--- config.mk ---
export PLATFORM = sky130hd
export DESIGN_NAME = pixel_to_text_cell_classifier_unit_flat
export DESIGN_NICKNAME = d
export VERILOG_FILES = /design/src/sv/ptc_pkg.sv /design/src/sv/ptc_pixel_if.sv /design/src/sv/ptc_cell_if.sv /design/src/sv/pixel_to_text_cell_classifier_unit.sv /design/src/sv/ptc_front.sv /design/src/sv/ptc_select.sv /design/src/sv/ptc_cell.sv /design/src/flat_wrapper.sv
export VERILOG_INCLUDE_DIRS = /design/src /design/src/sv
export SDC_FILE = /design/constraint.sdc
export NUM_CORES = 1
export LEC_CHECK = 0
export ABC_CLOCK_PERIOD_IN_PS = 8100
export BUFFER_PORTS_ARGS = -buffer_cell sky130_fd_sc_hd__buf_4
export CAP_MARGIN = 5
export CORE_MARGIN = 2
export CORE_UTILIZATION = 40
export DETAILED_ROUTE_END_ITERATION = 10
export GPL_TIMING_DRIVEN = 0
export PLACE_DENSITY = 0.55
export REMOVE_ABC_BUFFERS = 1
export SYNTH_ARGS = -nofsm -noshare
export SYNTH_HDL_FRONTEND = slang
export SYNTH_HIERARCHICAL = 1
export SYNTH_SLANG_ARGS = --single-unit
export TNS_END_PERCENT = 1
--- constraint.sdc ---
create_clock -name clk_i -period 8.1 [get_ports clk_i]
set_input_delay 0 -clock clk_i [delete_from_list [all_inputs] [get_ports clk_i]]
set_output_delay 0 -clock clk_i [all_outputs]
set_load 0.03 [all_outputs]
--- src/sv/assert_macros.svh ---
// Assertion helpers included by the top unit of the text cell classifier.
`ifndef ASSERT_MACROS_SVH
`define ASSERT_MACROS_SVH

// Plain clocked property check, disabled while reset is asserted.
`define PTC_ASSERT(label, clk, rst_n, prop) \
  label: assert property (@(posedge clk) disable iff (!rst_n) prop) \
    else $error("%m: property check failed");

// Same-cycle implication built on the plain check.
`define PTC_ASSERT_IMPLY(label, clk, rst_n, ante, cons) \
  `PTC_ASSERT(label, clk, rst_n, (ante) |-> (cons))

`endif

--- src/sv/ptc_pkg.sv ---
package ptc_pkg;

  typedef logic [7:0]  chan_t;
  typedef logic [9:0]  sum_t;
  typedef logic [9:0]  dev_t;
  typedef logic [21:0] luma_t;
  typedef logic [3:0]  level_t;
  typedef logic [2:0]  glyph_t;
  typedef logic [3:0]  colour_t;
  typedef logic [1:0]  sel_t;
  typedef logic [3:0]  pidx_t;
  typedef logic [8:0]  shade_t;

  // Glyph codes.
  localparam glyph_t GLYPH_SPACE   = 3'd0;
  localparam glyph_t GLYPH_QUARTER = 3'd1;
  localparam glyph_t GLYPH_HALF    = 3'd2;
  localparam glyph_t GLYPH_THREEQ  = 3'd3;
  localparam glyph_t GLYPH_SOLID   = 3'd4;

  // Console palette indexes.
  localparam colour_t COL_BLACK        = 4'd0;
  localparam colour_t COL_DARK_BLUE    = 4'd1;
  localparam colour_t COL_DARK_GREEN   = 4'd2;
  localparam colour_t COL_DARK_CYAN    = 4'd3;
  localparam colour_t COL_DARK_RED     = 4'd4;
  localparam colour_t COL_DARK_MAGENTA = 4'd5;
  localparam colour_t COL_DARK_YELLOW  = 4'd6;
  localparam colour_t COL_GREY         = 4'd7;
  localparam colour_t COL_DARK_GREY    = 4'd8;
  localparam colour_t COL_BLUE         = 4'd9;
  localparam colour_t COL_GREEN        = 4'd10;
  localparam colour_t COL_CYAN         = 4'd11;
  localparam colour_t COL_RED          = 4'd12;
  localparam colour_t COL_MAGENTA      = 4'd13;
  localparam colour_t COL_YELLOW       = 4'd14;
  localparam colour_t COL_WHITE        = 4'd15;

  // Primary and secondary selectors.
  localparam sel_t PRIM_R = 2'd0;
  localparam sel_t PRIM_G = 2'd1;
  localparam sel_t PRIM_B = 2'd2;
  localparam sel_t SEC_Y  = 2'd0;
  localparam sel_t SEC_C  = 2'd1;
  localparam sel_t SEC_M  = 2'd2;

  localparam int   NUM_PAIRINGS = 9;
  localparam dev_t FLAT_LIMIT   = 10'd7;

  // Glyph thresholds on the shading level (0..510).
  localparam shade_t SHADE_Q1 = 9'd102;
  localparam shade_t SHADE_Q2 = 9'd204;
  localparam shade_t SHADE_Q3 = 9'd306;
  localparam shade_t SHADE_Q4 = 9'd408;
  localparam shade_t SHADE_OFFSET = 9'd255;

  // Luma weights, scaled by 10000.
  localparam luma_t LUMA_WR = 22'd2987;
  localparam luma_t LUMA_WG = 22'd5870;
  localparam luma_t LUMA_WB = 22'd1140;

  // Gray level k is reached when luma >= ceil(k * 2550000 / 13).
  localparam int NUM_LEVELS = 12;
  localparam luma_t LUMA_STEP [NUM_LEVELS] = '{
    luma_t'((1  * 2550000 + 12) / 13), luma_t'((2  * 2550000 + 12) / 13),
    luma_t'((3  * 2550000 + 12) / 13), luma_t'((4  * 2550000 + 12) / 13),
    luma_t'((5  * 2550000 + 12) / 13), luma_t'((6  * 2550000 + 12) / 13),
    luma_t'((7  * 2550000 + 12) / 13), luma_t'((8  * 2550000 + 12) / 13),
    luma_t'((9  * 2550000 + 12) / 13), luma_t'((10 * 2550000 + 12) / 13),
    luma_t'((11 * 2550000 + 12) / 13), luma_t'((12 * 2550000 + 12) / 13)
  };

  typedef struct packed {
    sel_t    prim;
    sel_t    sec;
    colour_t fg_bright;
    colour_t fg_dark;
    colour_t bg_bright;
    colour_t bg_dark;
  } pair_t;

  // Pairings in evaluation order; a later match overrides an earlier one.
  localparam pair_t PAIRINGS [NUM_PAIRINGS] = '{
    '{PRIM_R, SEC_Y, COL_RED,   COL_DARK_RED,   COL_YELLOW,  COL_DARK_YELLOW},
    '{PRIM_R, SEC_M, COL_RED,   COL_DARK_RED,   COL_MAGENTA, COL_DARK_MAGENTA},
    '{PRIM_R, SEC_C, COL_RED,   COL_DARK_RED,   COL_CYAN,    COL_DARK_CYAN},
    '{PRIM_G, SEC_Y, COL_GREEN, COL_DARK_GREEN, COL_YELLOW,  COL_DARK_YELLOW},
    '{PRIM_G, SEC_C, COL_GREEN, COL_DARK_GREEN, COL_CYAN,    COL_DARK_CYAN},
    '{PRIM_G, SEC_M, COL_GREEN, COL_DARK_GREEN, COL_MAGENTA, COL_DARK_MAGENTA},
    '{PRIM_B, SEC_M, COL_BLUE,  COL_DARK_BLUE,  COL_MAGENTA, COL_DARK_MAGENTA},
    '{PRIM_B, SEC_C, COL_BLUE,  COL_DARK_BLUE,  COL_CYAN,    COL_DARK_CYAN},
    '{PRIM_B, SEC_Y, COL_BLUE,  COL_DARK_BLUE,  COL_YELLOW,  COL_DARK_YELLOW}
  };

  // First front stage: channel values, secondaries, sums and luma.
  typedef struct packed {
    logic             grey;
    chan_t [2:0]      pv;
    chan_t [2:0]      sv;
    sum_t             ps;
    sum_t             ss;
    luma_t            luma;
  } s1_t;

  // Second front stage: deviations and gray level.
  typedef struct packed {
    logic             grey;
    chan_t [2:0]      pv;
    chan_t [2:0]      sv;
    dev_t  [2:0]      pd;
    dev_t  [2:0]      sd;
    level_t           level;
  } s2_t;

  // Selection stage: winning pairing and finished gray cell.
  typedef struct packed {
    logic    grey;
    logic    colour_set;
    logic    flat;
    chan_t   c1;
    chan_t   c2;
    pidx_t   idx;
    glyph_t  g_glyph;
    colour_t g_fg;
    colour_t g_bg;
  } s3_t;

  function automatic chan_t umin(chan_t a, chan_t b);
    return (a < b) ? a : b;
  endfunction

  // |3v - s|, the deviation from the mean scaled by three.
  function automatic dev_t absdev(chan_t v, sum_t s);
    sum_t t;
    t = {2'b00, v} + {1'b0, v, 1'b0};
    return (t >= s) ? dev_t'(t - s) : dev_t'(s - t);
  endfunction

  function automatic dev_t max3(dev_t [2:0] a);
    dev_t m;
    m = a[0];
    if (a[1] > m) m = a[1];
    if (a[2] > m) m = a[2];
    return m;
  endfunction

endpackage

--- src/sv/ptc_pixel_if.sv ---
interface ptc_pixel_if;
  logic           valid;
  logic           ready;
  ptc_pkg::chan_t red;
  ptc_pkg::chan_t green;
  ptc_pkg::chan_t blue;

  modport source (output valid, output red, output green, output blue, input ready);
  modport sink   (input valid, input red, input green, input blue, output ready);
endinterface

--- src/sv/ptc_cell_if.sv ---
interface ptc_cell_if;
  logic             valid;
  logic             ready;
  ptc_pkg::glyph_t  glyph;
  ptc_pkg::colour_t fore_colour;
  ptc_pkg::colour_t back_colour;

  modport source (output valid, output glyph, output fore_colour, output back_colour,
                  input ready);
  modport sink   (input valid, input glyph, input fore_colour, input back_colour,
                  output ready);
endinterface

--- src/sv/pixel_to_text_cell_classifier_unit.sv ---
// Turns one RGB pixel beat into one text cell beat (shade glyph, foreground and
// background palette index). A pixel is taken in every clock that the input is ready
// and its cell leaves through two front stages (sums and luma, then deviations and gray
// level), a pairing selection stage and the output register. Every stage holds
// its own valid bit, so a stalled output only backs up the stages behind it
// while any bubble in front of it is still filled. The grey_mode register
// (write cfg_we_i with cfg_wdata_i) selects color or gray classification and
// is sampled as each pixel enters; change it only while no pixels are in flight.
`include "assert_macros.svh"

module pixel_to_text_cell_classifier_unit (
  input  logic        clk_i,
  input  logic        rst_ni,
  input  logic        cfg_we_i,
  input  logic        cfg_wdata_i,
  ptc_pixel_if.sink   pix_i,
  ptc_cell_if.source  cell_o
);

  logic         grey_mode_q;
  logic         fr_valid, fr_ready, sel_valid, sel_ready;
  ptc_pkg::s2_t fr_data;
  ptc_pkg::s3_t sel_data;

  // Mode register.
  always_ff @(posedge clk_i or negedge rst_ni) begin
    if (!rst_ni) begin
      grey_mode_q <= 1'b0;
    end else if (cfg_we_i) begin
      grey_mode_q <= cfg_wdata_i;
    end
  end

  ptc_front u_front (
    .clk_i       (clk_i),
    .rst_ni      (rst_ni),
    .valid_i     (pix_i.valid),
    .ready_o     (pix_i.ready),
    .red_i       (pix_i.red),
    .green_i     (pix_i.green),
    .blue_i      (pix_i.blue),
    .grey_mode_i (grey_mode_q),
    .valid_o     (fr_valid),
    .ready_i     (fr_ready),
    .data_o      (fr_data)
  );

  ptc_select u_select (
    .clk_i   (clk_i),
    .rst_ni  (rst_ni),
    .valid_i (fr_valid),
    .ready_o (fr_ready),
    .data_i  (fr_data),
    .valid_o (sel_valid),
    .ready_i (sel_ready),
    .data_o  (sel_data)
  );

  ptc_cell u_cell (
    .clk_i         (clk_i),
    .rst_ni        (rst_ni),
    .valid_i       (sel_valid),
    .ready_o       (sel_ready),
    .data_i        (sel_data),
    .valid_o       (cell_o.valid),
    .ready_i       (cell_o.ready),
    .glyph_o       (cell_o.glyph),
    .fore_colour_o (cell_o.fore_colour),
    .back_colour_o (cell_o.back_colour)
  );

  // A delivered glyph is always one of the five shades.
  `PTC_ASSERT_IMPLY(a_glyph_range, clk_i, rst_ni, cell_o.valid,
                    cell_o.glyph <= ptc_pkg::GLYPH_SOLID)

  // Gray cells only share a color when black on black with a solid glyph.
  `PTC_ASSERT_IMPLY(a_grey_same, clk_i, rst_ni,
                    cell_o.valid && grey_mode_q && cell_o.fore_colour == cell_o.back_colour,
                    cell_o.fore_colour == ptc_pkg::COL_BLACK &&
                    cell_o.glyph == ptc_pkg::GLYPH_SOLID)

  // A color cell with black foreground is the unset half-shade cell.
  `PTC_ASSERT_IMPLY(a_colour_unset, clk_i, rst_ni,
                    cell_o.valid && !grey_mode_q && cell_o.fore_colour == ptc_pkg::COL_BLACK,
                    cell_o.back_colour == ptc_pkg::COL_BLACK &&
                    cell_o.glyph == ptc_pkg::GLYPH_HALF)

endmodule

--- src/sv/ptc_front.sv ---
module ptc_front (
  input  logic           clk_i,
  input  logic           rst_ni,
  input  logic           valid_i,
  output logic           ready_o,
  input  ptc_pkg::chan_t red_i,
  input  ptc_pkg::chan_t green_i,
  input  ptc_pkg::chan_t blue_i,
  input  logic           grey_mode_i,
  output logic           valid_o,
  input  logic           ready_i,
  output ptc_pkg::s2_t   data_o
);

  ptc_pkg::s1_t s1_d, s1_q;
  ptc_pkg::s2_t s2_d, s2_q;
  logic         s1_valid_q, s2_valid_q;
  logic         s1_ready, s2_ready;

  // Each stage moves when it is empty or its beat leaves downstream.
  assign s2_ready = !s2_valid_q || ready_i;
  assign s1_ready = !s1_valid_q || s2_ready;
  assign ready_o  = s1_ready;
  assign valid_o  = s2_valid_q;
  assign data_o   = s2_q;

  // Stage one: secondaries, channel sums and weighted luma.
  always_comb begin
    s1_d.grey  = grey_mode_i;
    s1_d.pv[0] = red_i;
    s1_d.pv[1] = green_i;
    s1_d.pv[2] = blue_i;
    s1_d.sv[0] = ptc_pkg::umin(red_i, green_i);
    s1_d.sv[1] = ptc_pkg::umin(green_i, blue_i);
    s1_d.sv[2] = ptc_pkg::umin(blue_i, red_i);
    s1_d.ps    = ptc_pkg::sum_t'(red_i) + ptc_pkg::sum_t'(green_i)
               + ptc_pkg::sum_t'(blue_i);
    s1_d.ss    = ptc_pkg::sum_t'(s1_d.sv[0]) + ptc_pkg::sum_t'(s1_d.sv[1])
               + ptc_pkg::sum_t'(s1_d.sv[2]);
    s1_d.luma  = ptc_pkg::luma_t'(red_i) * ptc_pkg::LUMA_WR
               + ptc_pkg::luma_t'(green_i) * ptc_pkg::LUMA_WG
               + ptc_pkg::luma_t'(blue_i) * ptc_pkg::LUMA_WB;
  end

  // Stage two: deviations from the means and the grey level.
  always_comb begin
    s2_d.grey  = s1_q.grey;
    s2_d.pv    = s1_q.pv;
    s2_d.sv    = s1_q.sv;
    s2_d.level = '0;
    for (int i = 0; i < 3; i++) begin
      s2_d.pd[i] = ptc_pkg::absdev(s1_q.pv[i], s1_q.ps);
      s2_d.sd[i] = ptc_pkg::absdev(s1_q.sv[i], s1_q.ss);
    end
    for (int k = 0; k < ptc_pkg::NUM_LEVELS; k++) begin
      if (s1_q.luma >= ptc_pkg::LUMA_STEP[k]) s2_d.level = ptc_pkg::level_t'(k + 1);
    end
  end

  // Valid bits.
  always_ff @(posedge clk_i or negedge rst_ni) begin
    if (!rst_ni) begin
      s1_valid_q <= 1'b0;
      s2_valid_q <= 1'b0;
    end else begin
      if (s1_ready) s1_valid_q <= valid_i;
      if (s2_ready) s2_valid_q <= s1_valid_q;
    end
  end

  // Payload registers load only with a live beat.
  always_ff @(posedge clk_i) begin
    if (valid_i && s1_ready) s1_q <= s1_d;
    if (s1_valid_q && s2_ready) s2_q <= s2_d;
  end

endmodule

--- src/sv/ptc_select.sv ---
module ptc_select (
  input  logic         clk_i,
  input  logic         rst_ni,
  input  logic         valid_i,
  output logic         ready_o,
  input  ptc_pkg::s2_t data_i,
  output logic         valid_o,
  input  logic         ready_i,
  output ptc_pkg::s3_t data_o
);

  ptc_pkg::s3_t     s3_d, s3_q;
  logic             s3_valid_q;
  ptc_pkg::dev_t    pmax, smax;
  ptc_pkg::sel_t    prim_sel, sec_sel;
  ptc_pkg::level_t  lm1;

  assign ready_o = !s3_valid_q || ready_i;
  assign valid_o = s3_valid_q;
  assign data_o  = s3_q;

  // Largest deviations and the last pairing that reaches both.
  always_comb begin
    pmax     = ptc_pkg::max3(data_i.pd);
    smax     = ptc_pkg::max3(data_i.sd);
    s3_d.idx = '0;
    prim_sel = ptc_pkg::PAIRINGS[0].prim;
    sec_sel  = ptc_pkg::PAIRINGS[0].sec;
    for (int i = 0; i < ptc_pkg::NUM_PAIRINGS; i++) begin
      if (data_i.pd[ptc_pkg::PAIRINGS[i].prim] == pmax &&
          data_i.sd[ptc_pkg::PAIRINGS[i].sec] == smax) begin
        s3_d.idx = ptc_pkg::pidx_t'(i);
        prim_sel = ptc_pkg::PAIRINGS[i].prim;
        sec_sel  = ptc_pkg::PAIRINGS[i].sec;
      end
    end
    s3_d.grey       = data_i.grey;
    s3_d.colour_set = (pmax >= smax);
    s3_d.flat       = (smax <= ptc_pkg::FLAT_LIMIT);
    s3_d.c1         = data_i.pv[prim_sel];
    s3_d.c2         = data_i.sv[sec_sel];

    // Gray cell: three groups of four shades above the black level.
    lm1 = data_i.level - ptc_pkg::level_t'(1);
    s3_d.g_glyph = ptc_pkg::glyph_t'(lm1[1:0]) + ptc_pkg::GLYPH_QUARTER;
    case (lm1[3:2])
      2'd0: begin
        s3_d.g_fg = ptc_pkg::COL_DARK_GREY;
        s3_d.g_bg = ptc_pkg::COL_BLACK;
      end
      2'd1: begin
        s3_d.g_fg = ptc_pkg::COL_GREY;
        s3_d.g_bg = ptc_pkg::COL_DARK_GREY;
      end
      default: begin
        s3_d.g_fg = ptc_pkg::COL_WHITE;
        s3_d.g_bg = ptc_pkg::COL_GREY;
      end
    endcase
    if (data_i.level == '0) begin
      s3_d.g_glyph = ptc_pkg::GLYPH_SOLID;
      s3_d.g_fg    = ptc_pkg::COL_BLACK;
      s3_d.g_bg    = ptc_pkg::COL_BLACK;
    end
  end

  always_ff @(posedge clk_i or negedge rst_ni) begin
    if (!rst_ni) begin
      s3_valid_q <= 1'b0;
    end else if (ready_o) begin
      s3_valid_q <= valid_i;
    end
  end

  always_ff @(posedge clk_i) begin
    if (valid_i && ready_o) s3_q <= s3_d;
  end

endmodule

--- src/sv/ptc_cell.sv ---
module ptc_cell (
  input  logic             clk_i,
  input  logic             rst_ni,
  input  logic             valid_i,
  output logic             ready_o,
  input  ptc_pkg::s3_t     data_i,
  output logic             valid_o,
  input  logic             ready_i,
  output ptc_pkg::glyph_t  glyph_o,
  output ptc_pkg::colour_t fore_colour_o,
  output ptc_pkg::colour_t back_colour_o
);

  ptc_pkg::glyph_t  glyph_d, glyph_q;
  ptc_pkg::colour_t fg_d, fg_q, bg_d, bg_q;
  ptc_pkg::shade_t  shade;
  ptc_pkg::pair_t   pair;
  logic             valid_q;

  assign ready_o       = !valid_q || ready_i;
  assign valid_o       = valid_q;
  assign glyph_o       = glyph_q;
  assign fore_colour_o = fg_q;
  assign back_colour_o = bg_q;

  // Colors and shade glyph from the winning pairing.
  always_comb begin
    pair  = ptc_pkg::PAIRINGS[data_i.idx];
    shade = ptc_pkg::shade_t'(data_i.c1) + ptc_pkg::SHADE_OFFSET
          - ptc_pkg::shade_t'(data_i.c2);
    if (shade < ptc_pkg::SHADE_Q1)      glyph_d = ptc_pkg::GLYPH_SPACE;
    else if (shade < ptc_pkg::SHADE_Q2) glyph_d = ptc_pkg::GLYPH_QUARTER;
    else if (shade < ptc_pkg::SHADE_Q3) glyph_d = ptc_pkg::GLYPH_HALF;
    else if (shade < ptc_pkg::SHADE_Q4) glyph_d = ptc_pkg::GLYPH_THREEQ;
    else                                glyph_d = ptc_pkg::GLYPH_SOLID;
    fg_d = data_i.c1[7] ? pair.fg_bright : pair.fg_dark;
    if (data_i.flat) begin
      case (data_i.c2[7:6])
        2'd0:    bg_d = ptc_pkg::COL_BLACK;
        2'd1:    bg_d = ptc_pkg::COL_DARK_GREY;
        2'd2:    bg_d = ptc_pkg::COL_GREY;
        default: bg_d = ptc_pkg::COL_WHITE;
      endcase
    end else begin
      bg_d = data_i.c2[7] ? pair.bg_bright : pair.bg_dark;
    end
    // Secondary outweighs primary: half shade on black.
    if (!data_i.colour_set) begin
      glyph_d = ptc_pkg::GLYPH_HALF;
      fg_d    = ptc_pkg::COL_BLACK;
      bg_d    = ptc_pkg::COL_BLACK;
    end
    if (data_i.grey) begin
      glyph_d = data_i.g_glyph;
      fg_d    = data_i.g_fg;
      bg_d    = data_i.g_bg;
    end
  end

  always_ff @(posedge clk_i or negedge rst_ni) begin
    if (!rst_ni) begin
      valid_q <= 1'b0;
    end else if (ready_o) begin
      valid_q <= valid_i;
    end
  end

  always_ff @(posedge clk_i) begin
    if (valid_i && ready_o) begin
      glyph_q <= glyph_d;
      fg_q    <= fg_d;
      bg_q    <= bg_d;
    end
  end

endmodule
--- src/flat_wrapper.sv ---
// flat-port wrapper written by rule: the top's interface ports become plain ports
module pixel_to_text_cell_classifier_unit_flat 
  (clk_i, rst_ni, cfg_we_i, cfg_wdata_i, pix_i_valid, pix_i_red, pix_i_green, pix_i_blue, pix_i_ready, cell_o_valid, cell_o_glyph, cell_o_fore_colour, cell_o_back_colour, cell_o_ready);
  ptc_pixel_if pix_i_i ();
  ptc_cell_if cell_o_i ();
  input  logic clk_i;
  input  logic rst_ni;
  input  logic cfg_we_i;
  input  logic cfg_wdata_i;
  input wire logic [$bits(pix_i_i.valid)-1:0] pix_i_valid;
  input wire logic [$bits(pix_i_i.red)-1:0] pix_i_red;
  input wire logic [$bits(pix_i_i.green)-1:0] pix_i_green;
  input wire logic [$bits(pix_i_i.blue)-1:0] pix_i_blue;
  output wire logic [$bits(pix_i_i.ready)-1:0] pix_i_ready;
  output wire logic [$bits(cell_o_i.valid)-1:0] cell_o_valid;
  output wire logic [$bits(cell_o_i.glyph)-1:0] cell_o_glyph;
  output wire logic [$bits(cell_o_i.fore_colour)-1:0] cell_o_fore_colour;
  output wire logic [$bits(cell_o_i.back_colour)-1:0] cell_o_back_colour;
  input wire logic [$bits(cell_o_i.ready)-1:0] cell_o_ready;
  assign pix_i_i.valid = pix_i_valid;
  assign pix_i_i.red = pix_i_red;
  assign pix_i_i.green = pix_i_green;
  assign pix_i_i.blue = pix_i_blue;
  assign pix_i_ready = pix_i_i.ready;
  assign cell_o_valid = cell_o_i.valid;
  assign cell_o_glyph = cell_o_i.glyph;
  assign cell_o_fore_colour = cell_o_i.fore_colour;
  assign cell_o_back_colour = cell_o_i.back_colour;
  assign cell_o_i.ready = cell_o_ready;
  pixel_to_text_cell_classifier_unit u_core (.clk_i(clk_i), .rst_ni(rst_ni), .cfg_we_i(cfg_we_i), .cfg_wdata_i(cfg_wdata_i), .pix_i(pix_i_i), .cell_o(cell_o_i));
endmodule
==> flow_summary.json <==
{
  "outcome": "complete, no violations",
  "cp_max_fo": 7,
  "final_cell_mix": "inv_1, ha_1, edfxtp_1",
  "syn_area_um2": 27100,
  "end_kind": "register",
  "pin_count": 43,
  "worstPathArrival_ns": 8.09,
  "std_cell_rows": 95,
  "wl_per_cell_um": 20.0,
  "clock_latency_ns": 0.57,
  "hold_path.class": "in -> reg",
  "h-tree-depth": 1,
  "dp_worst_setup_slack_ns": -0.628,
  "max_clock_freq_mhz": 129,
  "routed_wl_mm": 73.7,
  "crit_required_ns": 8.43,
  "avgSynthCellArea_um2": 9.91,
  "regArea_um2": 7450,
  "ant_nets": 0,
  "multi_input_comb_area_um2": 17700,
  "ys_top_cells_by_area": "edfxtp_1, ha_1, fa_1",
  "hold_viol": 0,
  "die_w_um": 264,
  "io_buffers": 42,
  "grt_max_degree": 67,
  "grt_pass1_wl_mm": 116,
  "syn_to_final_growth_pct": 9.48,
  "synth_edf_count": 244,
  "crit_top_cell": "fa_1",
  "grt-ovfl-total": 0,
  "synthFlopType": "edfxtp_1",
  "core-area_um2": 67200,
  "drv_slew": 0,
  "gp_congestion": 0.905,
  "rsz0062_at_grt": "no",
  "first_global_vias": 20513,
  "synth_cells": 2736,
  "clock_sinks": 249,
  "ys_seq_elements": 249,
  "async_flop_share": 0.0201,
  "fp.dieArea_um2": 69900,
  "fin_crit_ns": 7.76,
  "setup_viol": 0,
  "tightestPinTransition_ns": 1.10,
  "ys_types": 110,
  "relSlewSlack": 0.265,
  "antenna_found_initial": 3,
  "worst_slack_ns": 0.338,
  "clockRootBuffer": "clkbuf_16",
  "max_cap_violations": 0,
  "clock_skew_ns": 0.0129,
  "start_kind": "primary input",
  "drt-initial-drc-count": 1405,
  "first_pass_iters": 7,
  "synth_largest_area_cell": "edfxtp_1",
  "synth_top_area_frac": 0.270,
  "yosys_warnings": 6,
  "fin_crit_sh": 0.958,
  "drc": 0,
  "dp_hpwl_mm": 58.7,
  "final_net_count": 3361,
  "fp.dieH_um": 264,
  "crit_type": "in -> reg",
  "synth-seq-area-share": 0.275,
  "crit_slowest_cell": "fa_2",
  "via_count": 20305,
  "final_common_cell": "inv_1",
  "cts_tree": "yes",
  "crit_path_max_incr_delay_ns": 0.68,
  "path_clk_slew_ns": 0.07,
  "layout-drive-gt1-share": 0.0747,
  "cts_buffers": 30,
  "cts_buffer_depth": 3,
  "via_per_inst": 5.51,
  "track_usage": 0.211,
  "fillerInstances": 6359,
  "initial_core_util": 0.404
}
repair_timing:
action / in CTS / in global routing
gates resized for setup: 1 / 12
endpoints found under the hold margin: 36 / 0
hold buffers: 30 / 0
pin swaps: 0 / 2
buffers inserted: 0 / 3
setup endpoints to repair: 1 / 2
logic make-up (layout without fill, tap and decap cells):
| group | Yosys count | in the layout | synth area share |
|---|---|---|---|
| muxes | 97 | 97 | 0.0366 |
| xor gates and xnor gates | 175 | 175 | 0.0565 |
| other | 0 | 1 | 0 |
| AOI/OAI and AO/OA | 670 | 670 | 0.174 |
| buffers and inverters | 517 | 592 | 0.0751 |
| and+or+nand+nor | 484 | 484 | 0.0919 |
| DFF | 249 | 249 | 0.275 |
| adders and majority gates | 544 | 544 | 0.291 |
registers in the layout (all words and copies together) (netlist names):
signal and cells:
u_core/u_front/data_o 113, u_core/u_front/valid_o 1, u_core/grey_mode_q 1, u_core/u_cell/back_colour_o 4
u_core/u_front/s1_valid_q 1, u_core/u_cell/valid_o 1, u_core/u_select/valid_o 1, u_core/u_select/data_o 30
u_core/u_cell/fore_colour_o 4, u_core/u_front/s1_q 90, u_core/u_cell/glyph_o 3
final timing paths:
| path | from | endpoint | slack, ns | cells past startpoint |
|---|---|---|---|---|
| worst min register to register | u_core/u_front/data_o[112] | u_core/u_select/data_o[33] | 0.43 | 0 |
| worst max-delay path | pix_i_green[0] | u_core/u_front/s1_q[20] | 0.34 | 29 |
| min in group asynchronous | rst_ni | u_core/u_cell/valid_o | 0.35 | 3 |
| worst max register to register | u_core/u_front/data_o[9] | u_core/u_select/data_o[32] | 1.38 | 26 |
| worst min-delay path | pix_i_green[7] | u_core/u_front/s1_q[49] | 0.06 | 3 |
| max in group asynchronous | rst_ni | u_core/grey_mode_q | 7.56 | 3 |
Yosys cell counts (11+ instances only):
cell / number
nor3_1: 47
o21a_1: 12
and3_1: 14
a21o_1: 70
and2_1: 17
nand4_1: 33
nand2b_1: 39
o21ai_1: 18
ha_1: 401
nor4_1: 12
o21bai_1: 58
xor2_1: 62
inv_1: 453
nand2_1: 95
nor2b_1: 23
o211ai_1: 11
buf_4: 11
mux2i_1: 83
xnor2_1: 113
mux2_2: 13
edfxtp_1: 244
nor2_1: 120
a21oi_1: 225
clkbuf_1: 32
fa_1: 143
o21ai_0: 85
a31oi_1: 17
nand3_1: 32
critical path, delay by kind of cell:
| kind | cells | cell delay, ns |
|---|---|---|
| adders and majority gates | 9 | 4.33 |
| and+or+nand+nor | 2 | 0.84 |
| xor gates and xnor gates | 2 | 0.18 |
| AOI/OAI and AO/OA | 8 | 1.41 |
| buffers and inverters | 8 | 1.29 |
stage by stage:
step	TNS [ns]	instances	cell area, um^2	hold WS [ns]	utilization
after floorplan	0	2675	26800	-0.296	-
after global placement	-1.74	3590	28200	-0.198	0.420
after detailed placement	-1.75	3595	28300	-0.195	0.421
after CTS	0	3681	29600	0.0312	0.441
after global routing	0	3685	29700	0.0634	0.442
final	0	3685	29700	0.0591	0.442
area by class of cell:
type                       instances  area share
inverter                         456      0.0578
multi-input combinational       1970       0.596
timing repair buffer              80      0.0245
clock buffer                      33      0.0264
tap                              873      0.0368
sequential                       249       0.251
antenna                            1   0.0000843
clock inverter                    23     0.00738
per-layer routing:
metal | vias to the layer above | track usage | share of wire
li1 | 9749 | - | -
met3 | 113 | 0.0200 | 0.036
met4 | 2 | 0.0656 | 0.029
met5 | - | 0 | 0.00018
met1 | 9949 | 0.277 | 0.45
met2 | 492 | 0.366 | 0.48
Power is left out: the tool's default activity adds up to more than one toggle a clock period on the data nets, which glitch-free logic cannot reach.
